$ cat config.mk
export PLATFORM = sky130hd
export DESIGN_NAME = tgq_cell
export DESIGN_NICKNAME = d
export VERILOG_FILES = /design/src/tgq_pkg.sv /design/src/tgq_cell.sv
export SDC_FILE = /design/constraint.sdc
export NUM_CORES = 1
export LEC_CHECK = 0
export BUFFER_PORTS_ARGS = -buffer_cell sky130_fd_sc_hd__buf_2
export CORE_MARGIN = 2
export CORE_UTILIZATION = 30
export CTS_BUF_LIST = sky130_fd_sc_hd__clkbuf_4 sky130_fd_sc_hd__clkbuf_8
export CTS_CLUSTER_SIZE = 20
export DETAILED_ROUTE_END_ITERATION = 12
export HOLD_SLACK_MARGIN = 0.15
export PLACE_DENSITY = 0.78
export SETUP_SLACK_MARGIN = 0.5
export SLEW_MARGIN = 30
export SYNTH_ARGS = -nofsm -noshare
export SYNTH_HDL_FRONTEND = slang
export SYNTH_SLANG_ARGS = --single-unit
$ cat constraint.sdc
create_clock -name clk -period 3.1 [get_ports clk]
set_clock_uncertainty 0.2 [all_clocks]
set_input_delay 0.31 -clock clk [delete_from_list [all_inputs] [get_ports clk]]
set_output_delay 0.31 -clock clk [all_outputs]
set_load 0.005 [all_outputs]
$ cat src/tgq_pkg.sv
// ----------------------------------------------------------------------------
// tgq_pkg - shared types and constants for the team grouped queue
// Item layouts, request and status codes, and the per-cell control word.
// ----------------------------------------------------------------------------
package tgq_pkg;

  localparam int QUEUE_DEPTH = 64;
  localparam int TEAM_W      = 10;
  localparam int VALUE_W     = 32;
  localparam int CNT_W       = $clog2(QUEUE_DEPTH + 1);

  typedef enum logic [1:0] {
    REQ_ENQ = 2'd0,
    REQ_DEQ = 2'd1,
    REQ_CLR = 2'd2
  } req_e;

  typedef enum logic [2:0] {
    STS_ENQUEUED = 3'd0,
    STS_DEQUEUED = 3'd1,
    STS_EMPTY    = 3'd2,
    STS_FULL     = 3'd3,
    STS_CLEARED  = 3'd4
  } status_e;

  typedef enum logic {
    ST_IDLE,
    ST_EXEC
  } state_e;

  typedef struct packed {
    logic [1:0]                req_type;
    logic [TEAM_W-1:0]         team_id;
    logic signed [VALUE_W-1:0] item_value;
  } in_t;

  typedef struct packed {
    logic [2:0]                status;
    logic signed [VALUE_W-1:0] head_value;
    logic [TEAM_W-1:0]         head_team;
  } out_t;

  typedef struct packed {
    logic [TEAM_W-1:0]         team;
    logic signed [VALUE_W-1:0] value;
  } slot_t;

  // control word handed to each cell
  typedef struct packed {
    logic cmp_en;
    logic clr;
    logic load;
    logic from_left;
    logic from_right;
  } cell_ctl_t;

endpackage

$ cat src/tgq_cell.sv
// ----------------------------------------------------------------------------
// tgq_cell - one queue slot
// Holds one entry, compares its team on request, loads, clears or shifts left or right.
// ----------------------------------------------------------------------------
module tgq_cell (
  input  logic              clk,
  input  logic              rst_n,
  input  tgq_pkg::cell_ctl_t ctl,
  input  logic [tgq_pkg::TEAM_W-1:0] cmp_team,
  input  tgq_pkg::slot_t    new_slot,
  input  tgq_pkg::slot_t    left_slot,
  input  logic              left_valid,
  input  tgq_pkg::slot_t    right_slot,
  input  logic              right_valid,
  output tgq_pkg::slot_t    slot,
  output logic              valid,
  output logic              match
);
  import tgq_pkg::*;

  slot_t slot_r, slot_nxt;
  logic  valid_r, valid_nxt;
  logic  match_r;

  always_comb begin
    slot_nxt  = slot_r;
    valid_nxt = valid_r;
    if (ctl.clr) begin
      valid_nxt = 1'b0;
    end else if (ctl.load) begin
      slot_nxt  = new_slot;
      valid_nxt = 1'b1;
    end else if (ctl.from_left) begin
      slot_nxt  = left_slot;
      valid_nxt = left_valid;
    end else if (ctl.from_right) begin
      slot_nxt  = right_slot;
      valid_nxt = right_valid;
    end
  end

  always_ff @(posedge clk) begin
    slot_r <= slot_nxt;
  end

  always_ff @(posedge clk) begin
    if (!rst_n) begin
      valid_r <= 1'b0;
      match_r <= 1'b0;
    end else begin
      valid_r <= valid_nxt;
      if (ctl.cmp_en) begin
        match_r <= valid_r && (slot_r.team == cmp_team);
      end
    end
  end

  assign slot  = slot_r;
  assign valid = valid_r;
  assign match = match_r;

endmodule

== Word-level counts from Yosys, hierarchy flattened ==
Cells that the tools add are included.

* Register bits after elaboration: 44
* Output and inout port bits: 44

* Equality and inequality tests: 1
* Muxes and demuxes: 6
* Bitwise logic cells: 2
* Reductions and logical operators: 4

{| class="wikitable"
|+ Operators by type and width
! operator !! number
|-
| 42-bit two-way mux || 3
|-
| 10-bit == test || 1
|-
| 1-bit two-way mux || 3
|-
| 3-bit nonzero test || 1
|-
| 1-bit inverter || 2
|-
| 2-bit AND reduction || 1
|-
| 2-bit OR reduction || 1
|-
| 1-bit logical AND || 1
|}

== Logic depth before layout (Yosys ltp) ==
* Depth in word-level cells: 3
* Gate-level depth with buffers: 4
* Mapped depth without buffers: 3

== Worst setup path before layout ==
Ideal clock, no wire load.

* Path type: input to register
* From: in ctl[1] in the netlist's numbering
* To: reg slot_r, in the netlist slot[0], enable pin
* Data arrival time: 2.613 ns
* Data required time: 2.459 ns
* Path slack: -0.155 ns
* Stages on the path: 4
* Buffers on the path: 2
* Cell sequence: buf_2 buf_2 nor3_1 nor2_1

* Cells in the longest elaborated chain, start to end: 2

{| class="wikitable"
|+ Ends and longest elaborated chain
! item !! RTL line !! RTL
|-
| from (decl) || tgq_cell.sv:8 || <nowiki>input tgq_pkg::cell_ctl_t ctl,</nowiki>
|-
| 3-bit nonzero test (no source line) || n/a ||
|-
| 2-bit AND reduction (no source line) || n/a ||
|-
| to (signal assigned) || tgq_cell.sv:43 || <nowiki>slot_r <= slot_nxt;</nowiki>
|-
| to (decl) || tgq_cell.sv:21 || <nowiki>slot_t slot_r, slot_nxt;</nowiki>
|}

No other way between the ends.
A chain may end at the register's enable or synchronous reset.

==> results.cfg <==
[worst_setup_path]
critPathMaxStageDelay_ns = 0.57
end_kind = register
crit_slowest_cell = dlygate4sd3_1
cp_num_cells = 6
cp.buffers_inverters = 3
worstSetupEndpoint = match$_SDFFE_PN0P_
cp.required_ns = 3.14
crit_type = in -> reg
cp.arrival_ns = 2.34
rr_startpoint = slot[34]$_DFFE_PP_
r2r_cells = 4
path_cells = dlygate4sd3_1, buf_2, nand3_1, or4_1, o31ai_1, dlygate4sd3_1
reg2reg_to = match$_SDFFE_PN0P_
crit_family = buffers and inverters
cp-start-kind = primary input
startpoint = rst_n
path_common_cell = dlygate4sd3_1
path_max_fanout = 3
rrSetupSlack_ns = 0.97

[logic_synthesis]
synth.distinct_cells = 20
ys_seq_area_share_pct = 56.09
synth_largest_area_cell = edfxtp_1
synth.avg_cell_area_um2 = 11.21
synth_area_leaders = edfxtp_1, mux2i_1, o21ai_0
synth-seq-cells = 44
synthesis.nets = 352
synth_warnings = 0
synth_top_cell_area_share_pct = 54.37
netlist_area_um2 = 2320
synthCells = 207

[drt]
post_drt_wl_per_cell_um = 13.77
antenna_left = 0
post-route-drc-count = 0
avgViaCountPerCell = 4.600
drt-total-wl_um = 7463
vias = 2493
first_iter_violations = 64
drtPass1Iterations = 4

[global_routing]
grt_pass1_vias = 2537
grt_pass1_wl_um = 11370
grt_max_degree = 48
antenna_found_initial = 0
track_usage_pct = 17.10
grt-ovfl-total = 0

[sta]
maxSlewViolCount = 0
rsz0062_at_grt = false
setup_viol = 0
min_period_ns = 2.301
max_freq_mhz = 434.5
slew_headroom_pct = 60.63
worstMarginPinSlew_ns = 0.5905
fin_setup_tns_ns = 0
period_share_pct = 74.23
final-hold-violation-count = 0

[floorplanning]
dieHeight_um = 91.94
io_pins = 189
die_area_um2 = 8452
start_util_pct = 30.49
core-area_um2 = 7607
rows = 32
die_x_um = 91.94

[clock_network]
cts_setup_buffers = 0
cts_max_level = 2
cts_inserted_buffers = 5
insertion_delay_ns = 0.29
clockRootBuffer = clkbuf_8
clock_path_buffers = 2
path_clk_slew_ns = 0.08
cts_tree = yes
cts_resized = 0
cts.sinks = 44
cts_hold_buf = 46

[finish]
multi_input_area_um2 = 963.4
regArea_um2 = 1301
fin_nets = 584
area_growth_pct = 70.44
fillCellCount = 696
drive_above_1_share_pct = 45.68
diodes = 0
finalCoreUtilization_pct = 51.97

[power_and_ir_drop]
power.leakage_nw = 1.891
finalPower_mw = 1.521
ir_drop_mv = 0.1877
p_per_area_nw_per_um2 = 384.7

[hold_path]
hold_class = in -> reg

[run]
cap_violations = 0

[place]
dpl.hpwl_um = 5171
finalWeightedCongestion = 0.7702
port_buffers = 188

[run_status]
status = finished clean
## placed cells by master, fill, tap and decap left out, types with 3 or more instances in the layout
cell type	netlist	routed
xor2_1	3	3
nand2_1	42	42
buf_2	5	188
buf_4	0	4
clkbuf_8	0	5
dlygate4sd3_1	0	46
o21ai_0	42	42
mux2i_1	43	43
edfxtp_1	42	42
xnor2_1	7	7
## final cells by class
class | count | share of cell area (%)
Tap cell | 102 | 3.228
Multi-Input combinational cell | 148 | 24.37
Clock inverter | 3 | 0.9494
Inverter | 1 | 0.09494
Timing Repair Buffer | 239 | 36.71
Clock buffer | 5 | 1.741
Sequential cell | 44 | 32.91
## cells by family after synthesis
kind of cell    synth area share, %
buf+inv                       2.696
xor+xnor                      3.776
simple gates                  8.792
compound gates                9.601
flops                         56.10
mux                           19.04
## where the power goes
part,switching (mW),internal [mW],total [mW]
clock network,0.194,0.235,0.429
logic,0.150,0.198,0.348
registers,0.0214,0.723,0.745
total,0.365,1.16,1.52
## sequential cells by signal, summed over array words and instances (netlist names)
signal	flops
match	1
slot	42
valid	1
## through the flow
step | cell area [um2] | std cells | setup WS (ns) | hold WS [ns]
finish | 3954 | 542 | 0.7988 | 0.1704
global route | 3954 | 542 | 0.7333 | 0.1682
CTS | 3954 | 542 | 0.7974 | 0.1661
detailed placement | 3387 | 488 | 1.061 | 0.2764
global placement | 3387 | 488 | 1.123 | 0.2739
floorplan | 2322 | 207 | 0.5394 | 0.2392
## cell usage after synthesis
cell and n:
a21oi_1 1, buf_2 5, clkbuf_1 9, dfxtp_1 2, edfxtp_1 42, inv_1 1, mux2_2 1, mux2i_1 43
nand2_1 42, nand2b_1 1, nand3_1 2, nand3b_1 1, nand4_1 1, nor2_1 1, nor3_1 1, o21ai_0 42
o31ai_1 1, or4_1 1, xnor2_1 7, xor2_1 3
## tightest hold or removal path: cells and delay by family
family	cells	cell delay [ns]
compound gates	1	0.12
mux	1	0.05
buf+inv	1	0.07
## per-layer routing
| layer | wire length, um | up-vias | part of all wire [%] | GRT usage [%] |
|---|---|---|---|---|
| li1 | - | 1210 | - | - |
| met1 | 2609 | 1150 | 35 | 15.92 |
| met2 | 4155 | 113 | 56 | 33.64 |
| met3 | 516 | 20 | 6.9 | 5.177 |
| met5 | 0 | - | 0 | 0 |
| met4 | 181 | 0 | 2.4 | 7.711 |
## how the worst min path moves through the flow
stage | from | end | depth (start not counted) | slack (ns)
2_1_floorplan | rst_n | valid$_SDFFE_PP0P_ | 2 | 0.24
3_3_place_gp | match$_SDFFE_PN0P_ | match$_SDFFE_PN0P_ | 2 | 0.27
3_5_place_dp | match$_SDFFE_PN0P_ | match$_SDFFE_PN0P_ | 2 | 0.28
4_1_cts | right_slot[29] | slot[29]$_DFFE_PP_ | 3 | 0.17
5_1_grt | left_slot[11] | slot[11]$_DFFE_PP_ | 3 | 0.17
6_report | right_slot[14] | slot[14]$_DFFE_PP_ | 3 | 0.17
Note: power is estimated with default switching activity, not from simulation.
