<file path="src/tgq_pkg.sv">
// ----------------------------------------------------------------------------
// tgq_pkg - shared types and constants for the team grouped queue
// Item layouts, request and status codes, and the per-cell control word.
// ----------------------------------------------------------------------------
package tgq_pkg;

  localparam int QUEUE_DEPTH = 64;
  localparam int TEAM_W      = 10;
  localparam int VALUE_W     = 32;
  localparam int CNT_W       = $clog2(QUEUE_DEPTH + 1);

  typedef enum logic [1:0] {
    REQ_ENQ = 2'd0,
    REQ_DEQ = 2'd1,
    REQ_CLR = 2'd2
  } req_e;

  typedef enum logic [2:0] {
    STS_ENQUEUED = 3'd0,
    STS_DEQUEUED = 3'd1,
    STS_EMPTY    = 3'd2,
    STS_FULL     = 3'd3,
    STS_CLEARED  = 3'd4
  } status_e;

  typedef enum logic {
    ST_IDLE,
    ST_EXEC
  } state_e;

  typedef struct packed {
    logic [1:0]                req_type;
    logic [TEAM_W-1:0]         team_id;
    logic signed [VALUE_W-1:0] item_value;
  } in_t;

  typedef struct packed {
    logic [2:0]                status;
    logic signed [VALUE_W-1:0] head_value;
    logic [TEAM_W-1:0]         head_team;
  } out_t;

  typedef struct packed {
    logic [TEAM_W-1:0]         team;
    logic signed [VALUE_W-1:0] value;
  } slot_t;

  // control word handed to each cell
  typedef struct packed {
    logic cmp_en;
    logic clr;
    logic load;
    logic from_left;
    logic from_right;
  } cell_ctl_t;

endpackage

</file>
<file path="src/tgq_ctrl.sv">
// ----------------------------------------------------------------------------
// tgq_ctrl - request sequencer for the team grouped queue
// Accepts requests, works out the insert point and drives the cell row.
// ----------------------------------------------------------------------------
module tgq_ctrl (
  input  logic                               clk,
  input  logic                               rst_n,
  input  logic                               start,
  output logic                               busy,
  input  tgq_pkg::in_t                       in_req,
  input  logic [tgq_pkg::QUEUE_DEPTH-1:0]    valid_vec,
  input  logic [tgq_pkg::QUEUE_DEPTH-1:0]    match_vec,
  input  tgq_pkg::slot_t                     head_slot,
  output tgq_pkg::cell_ctl_t [tgq_pkg::QUEUE_DEPTH-1:0] cell_ctl,
  output tgq_pkg::slot_t                     new_slot,
  output logic                               out_valid,
  output tgq_pkg::out_t                      out_rsp
);
  import tgq_pkg::*;

  state_e           state_r, state_nxt;
  in_t              req_r;
  logic [CNT_W-1:0] count_r, count_nxt;
  logic             out_valid_r, out_valid_nxt;
  out_t             out_r, out_nxt;
  logic             accept;
  logic             full;
  logic [QUEUE_DEPTH-1:0] m_ge;     // some match at this index or above
  logic [QUEUE_DEPTH-1:0] at_ge;    // index at or past the insert point
  logic [QUEUE_DEPTH-1:0] load_vec;

  for (genvar g = 0; g < QUEUE_DEPTH; g++) begin : g_sfx
    assign m_ge[g]  = |match_vec[QUEUE_DEPTH-1:g];
    assign at_ge[g] = !m_ge[g] && (m_ge[0] || !valid_vec[g]);
  end

  assign accept   = start && (state_r == ST_IDLE);
  assign full     = (count_r == CNT_W'(QUEUE_DEPTH));
  assign new_slot = '{team: req_r.team_id, value: req_r.item_value};

  always_comb begin
    state_nxt     = state_r;
    count_nxt     = count_r;
    out_valid_nxt = 1'b0;
    out_nxt       = '0;
    load_vec      = '0;
    for (int i = 0; i < QUEUE_DEPTH; i++) begin
      cell_ctl[i]        = '0;
      cell_ctl[i].cmp_en = accept;
    end
    unique case (state_r)
      ST_IDLE: begin
        if (accept) begin
          state_nxt = ST_EXEC;
        end
      end
      ST_EXEC: begin
        state_nxt     = ST_IDLE;
        out_valid_nxt = 1'b1;
        case (req_r.req_type)
          REQ_ENQ: begin
            if (full) begin
              out_nxt.status = STS_FULL;
            end else begin
              out_nxt.status = STS_ENQUEUED;
              count_nxt      = count_r + CNT_W'(1);
              for (int i = 0; i < QUEUE_DEPTH; i++) begin
                if (i == 0) begin
                  load_vec[i] = at_ge[i];
                end else begin
                  load_vec[i]           = at_ge[i] && !at_ge[i-1];
                  cell_ctl[i].from_left = at_ge[i] && at_ge[i-1];
                end
                cell_ctl[i].load = load_vec[i];
              end
            end
          end
          REQ_DEQ: begin
            if (count_r == '0) begin
              out_nxt.status = STS_EMPTY;
            end else begin
              out_nxt.status     = STS_DEQUEUED;
              out_nxt.head_value = head_slot.value;
              out_nxt.head_team  = head_slot.team;
              count_nxt          = count_r - CNT_W'(1);
              for (int i = 0; i < QUEUE_DEPTH; i++) begin
                cell_ctl[i].from_right = 1'b1;
              end
            end
          end
          REQ_CLR: begin
            out_nxt.status = STS_CLEARED;
            count_nxt      = '0;
            for (int i = 0; i < QUEUE_DEPTH; i++) begin
              cell_ctl[i].clr = 1'b1;
            end
          end
          default: begin
            out_nxt.status = STS_EMPTY;
          end
        endcase
      end
      default: begin
        state_nxt = ST_IDLE;
      end
    endcase
  end

  always_ff @(posedge clk) begin
    if (!rst_n) begin
      state_r     <= ST_IDLE;
      count_r     <= '0;
      out_valid_r <= 1'b0;
    end else begin
      state_r     <= state_nxt;
      count_r     <= count_nxt;
      out_valid_r <= out_valid_nxt;
    end
  end

  always_ff @(posedge clk) begin
    if (accept) begin
      req_r <= in_req;
    end
    out_r <= out_nxt;
  end

  assign busy      = (state_r == ST_EXEC);
  assign out_valid = out_valid_r;
  assign out_rsp   = out_r;

`ifndef SYNTHESIS
  a_count_matches_valid: assert property (@(posedge clk) disable iff (!rst_n)
    $countones(valid_vec) == int'(count_r))
    else $error("live cell count differs from entry count");

  a_valid_packed: assert property (@(posedge clk) disable iff (!rst_n)
    (valid_vec & (valid_vec + QUEUE_DEPTH'(1))) == '0)
    else $error("live cells not packed from the head");

  a_single_load: assert property (@(posedge clk) disable iff (!rst_n)
    $onehot0(load_vec))
    else $error("more than one cell loading");

  a_result_after_exec: assert property (@(posedge clk) disable iff (!rst_n)
    out_valid_r |-> $past(state_r == ST_EXEC))
    else $error("result strobe without an executed request");

  a_enq_grows: assert property (@(posedge clk) disable iff (!rst_n)
    (state_r == ST_EXEC && req_r.req_type == REQ_ENQ && !full)
      |=> count_r == $past(count_r) + CNT_W'(1))
    else $error("enqueue did not add an entry");
`endif

endmodule
</file>
<file path="config.mk">
export PLATFORM = sky130hd
export DESIGN_NAME = tgq_ctrl
export DESIGN_NICKNAME = d
export VERILOG_FILES = /design/src/tgq_pkg.sv /design/src/tgq_ctrl.sv
export SDC_FILE = /design/constraint.sdc
export NUM_CORES = 1
export LEC_CHECK = 0
export ABC_AREA = 1
export BUFFER_PORTS_ARGS = -buffer_cell sky130_fd_sc_hd__buf_4
export CAP_MARGIN = 20
export CORE_AREA = 2 2 244 246
export CTS_CLUSTER_DIAMETER = 30
export DETAILED_ROUTE_END_ITERATION = 16
export DIE_AREA = 0 0 246 248
export PLACE_DENSITY = 0.47
export SLEW_MARGIN = 0
export SYNTH_ARGS = -nofsm -noshare
export SYNTH_HDL_FRONTEND = slang
export SYNTH_SLANG_ARGS = --single-unit
</file>
<file path="constraint.sdc">
create_clock -name clk -period 8.9 [get_ports clk]
set_clock_uncertainty 0.2 [all_clocks]
set_input_delay 0.89 -clock clk [delete_from_list [all_inputs] [get_ports clk]]
set_output_delay 0.89 -clock clk [all_outputs]
set_load 0.01 [all_outputs]
</file>
After elaboration in Yosys (flattened, before gate mapping)
Index checks and enable logic that the tools add are counted.

Logic and storage cells: 736. Input port bits: 217. Output and inout bits: 409. Bits in registers: 98.

Mux-type cells: 204. Equal/unequal tests: 5. Bitwise gates (word level): 2. $add $sub $neg: 2. Reduce and logical (&&, ||, !) cells: 514.

Operator list (number): 2-to-1 mux 2 bit (130); 2-to-1 mux 4 bit (64); logical AND 1 bit (191); zero test 1 bit (191); logical OR 1 bit (64); OR reduction 64 bit (1); OR reduction 63 bit (1); OR reduction 62 bit (1); OR reduction 61 bit (1); OR reduction 60 bit (1); OR reduction 59 bit (1); OR reduction 58 bit (1); OR reduction 57 bit (1); OR reduction 56 bit (1); OR reduction 55 bit (1); OR reduction 54 bit (1); OR reduction 53 bit (1); OR reduction 52 bit (1); OR reduction 51 bit (1); OR reduction 50 bit (1); OR reduction 49 bit (1); OR reduction 48 bit (1); OR reduction 47 bit (1); OR reduction 46 bit (1); other kinds (60) (68).

Logic depth before layout (Yosys ltp)
Depth after elaboration: 8. Depth in mapped cells: 13. Gate-level depth less buffers: 13.

Worst setup path before layout
OpenSTA, ideal clock, no wires.

Path kind: in2out. Start: input port start. End: output port cell_ctl[104] in the netlist's numbering. Stages: 3. Arrival time: 5.300 ns. Setup slack: 2.510 ns. Data required time: 7.810 ns. Cells stage by stage: inv_1 nor2_1 buf_4.

Longest elaborated chain between the ends: 1.

RTL lines: start, declared (line tgq_ctrl.sv:8) `input logic start,`; logical AND 1 bit (line tgq_ctrl.sv:37) `assign accept = start && (state_r == ST_IDLE);`; end, declared (line tgq_ctrl.sv:14) `output tgq_pkg::cell_ctl_t [tgq_pkg::QUEUE_DEPTH-1:0] cell_ctl,`.

No other way between the ends.

==> run metrics <==
status complete, no violations; most common cell after layout, fill and taps aside buf_4; clk buf depth 2; share of the synthesized area in the top cell type 21.1%; number of global-route vias before repair 8250; share of post-route cells with drive strength above 1 42.1%; Worst EP required 7810 ps; Cell Pwr Density 90.3 nW/µm²; FFs w/ async S/R, synth 0%; EDFF count, synth 44; Fin Hold WS 292 ps; antenna violations before repair 5; CTS tree yes; Max FO, Critical Path 35; Worst-path clk slew 70 ps; IO buf count 624; Placed Area ~12000 µm²; Slew @ Worst Pin 956 ps; Starting Density 14.4%; highest-count cells in the layout ignoring fill and taps buf_4 (631), nor2_1 (320), nand2_1 (227), inv_1 (192), nand3_1 (110); Netlist cell types 31; syn avg cell area between 6 and 7 µm²; cell area after layout 12500 µm²; DP HPWL 33900 µm; largest net degree at the start of global routing 87; FF-to-FF path depth 9; synthesized area 8430 µm²; crit path time final ~5200 ps; die span in y 248 µm; Cells after Synth 1315; routed vias 8915; area delta synth->final 48.8%; Max Clock Freq 0.192 GHz; Final setup viols 0; P_leak 6.51 nW; Hold Path Class register to register; core area between 50000 and 60000 µm²; Critical Path Sink Type primary output; total track usage 11.6%; RSZ-0062 raised after global routing no; Synth area leader buf_4; largest cells by area after synthesis buf_4 (21%), edfxtp_1 (16%), nor2_1 (14%), dfxtp_1 (13%), nand2_1 (10%); Slew Limit Fails 0; cts bufs inserted 9; GP Congestion ~0.95; Slew headroom 36.1%; # resized after CTS 0; DRC 0; Hold Crit Depth 2; maximum vdd drop 0.0814 mV; DRT antenna net count 0; Post-CTS Repair Setup Buffers 0; Clock Latency Late Sink ~360 ps; die area about 61000 µm²; CTS Root Cell clkbuf_16; Most used DFF post-synth dfxtp_1; initial drt markers about 460; FF-to-FF setup slack 6330 ps; PnR worst setup slack 3700 ps; Setup TNS Final 0 ps; Tcrit/Tclk final 58.5%; Hold Buf Count CTS 0; clock sink count 98; first-pass GRT wire length between 50000 and 60000 µm; vias per std cell 3.59; Fin. Hold Viols 0; max-cap check violation count 0; WL per Instance 15.8 µm; pre-CTS WS between 3000 and 4000 ps; post-synthesis sequential area ratio between 20% and 30%; total gr overflow 0; WL final 39100 µm; Final #Nets between 1500 and 2000; CP Class primary input to primary output; Rows 89; Arrival @ worst endpoint 4110 ps; Die Span X about 250 µm; Syn Nets 1538; first-pass iteration count of the detailed router 6; I/O pin total ~630; synthesized flop and latch total 98; CTS H-tree lvls 3; crit start category primary input; Synth warnings 0
## through the flow
step,power (mW),std cells,utilization [%]
final,1.13,2482,21.5
after global routing,1.19,2482,21.5
after CTS,1.15,2479,21.4
after detailed placement,0.752,2463,20.9
after global placement,0.751,2463,20.9
after floorplan,0.647,1315,-
## sequential cells by signal (all words and copies together) (netlist names)
register and count:
out_rsp 45, out_valid 1, new_slot 42, count_r 7, busy 1, req_r 2
## final cells by class
class	count	area, µm²
Clock inverter	6	45.0
Antenna cell	3	7.51
Inverter	213	800
Multi-Input combinational cell	748	3340
Timing Repair Buffer	631	4740
Sequential cell	98	2400
Fill cell	6678	45900
Tap cell	773	967
Clock buffer	10	250
## layer usage
metal / part of all wire [%] / track usage [%] / up-vias
met5: 0.033 / 0 / -
met4: 1.3 / 2.64 / 2
met3: 6.9 / 2.65 / 28
met2: 49 / 19.2 / 315
met1: 43 / 15.3 / 4079
li1: - / - / 4491
## report_power, final
| part | total, mW | internal (mW) | switching (mW) | leakage, nW |
|---|---|---|---|---|
| Sequential | 0.495 | 0.487 | 0.00719 | 0.859 |
| Clock | 0.393 | 0.209 | 0.184 | 0.149 |
| Combinational | 0.245 | 0.129 | 0.116 | 5.50 |
| Total | 1.13 | 0.825 | 0.308 | 6.51 |
## path summary, 6_finish.rpt
kind / from / end
setup / recovery: match_vec[32] / cell_ctl[52]
hold / removal: count_r[2] / count_r[2]
setup reg to reg: req_r[43] / out_rsp[7]
hold reg to reg: count_r[2] / count_r[2]
## worst max-delay path, cell delays in order
cell,delay [ps]
buf_4,110
nor2_1,320
nand2_1,140
nor2_1,260
nand2_1,150
nor2_4,740
buf_4,530
nand3_1,120
nand2_1,450
inv_1,100
nor2_1,130
buf_4,140
## Yosys cell counts (5+ instances only)
cell        n
buf_6       5
a21oi_1    14
nand2_2    13
nand4_1     7
ha_1        5
edfxtp_1   44
dfxtp_1    54
nor2_2      7
buf_2       8
nor2_1    324
nand2_1   227
nand3_1   110
inv_1     192
buf_4     237
inv_2      20
nand3_2    23
## kinds of logic (layout without fill, tap and decap cells)
family / after synthesis / count (layout) / share of synthesized area (%)
buffers and inverters: 469 / 860 / 32.3
adders and majority gates: 6 / 6 / 0.979
AOI/OAI and AO/OA: 16 / 16 / 0.994
and+or+nand+nor: 723 / 723 / 37.0
other: 1 / 4 / 0.0445
xor gates and xnor gates: 2 / 2 / 0.208
DFF: 98 / 98 / 28.5
(Power assumes the default switching activity.)
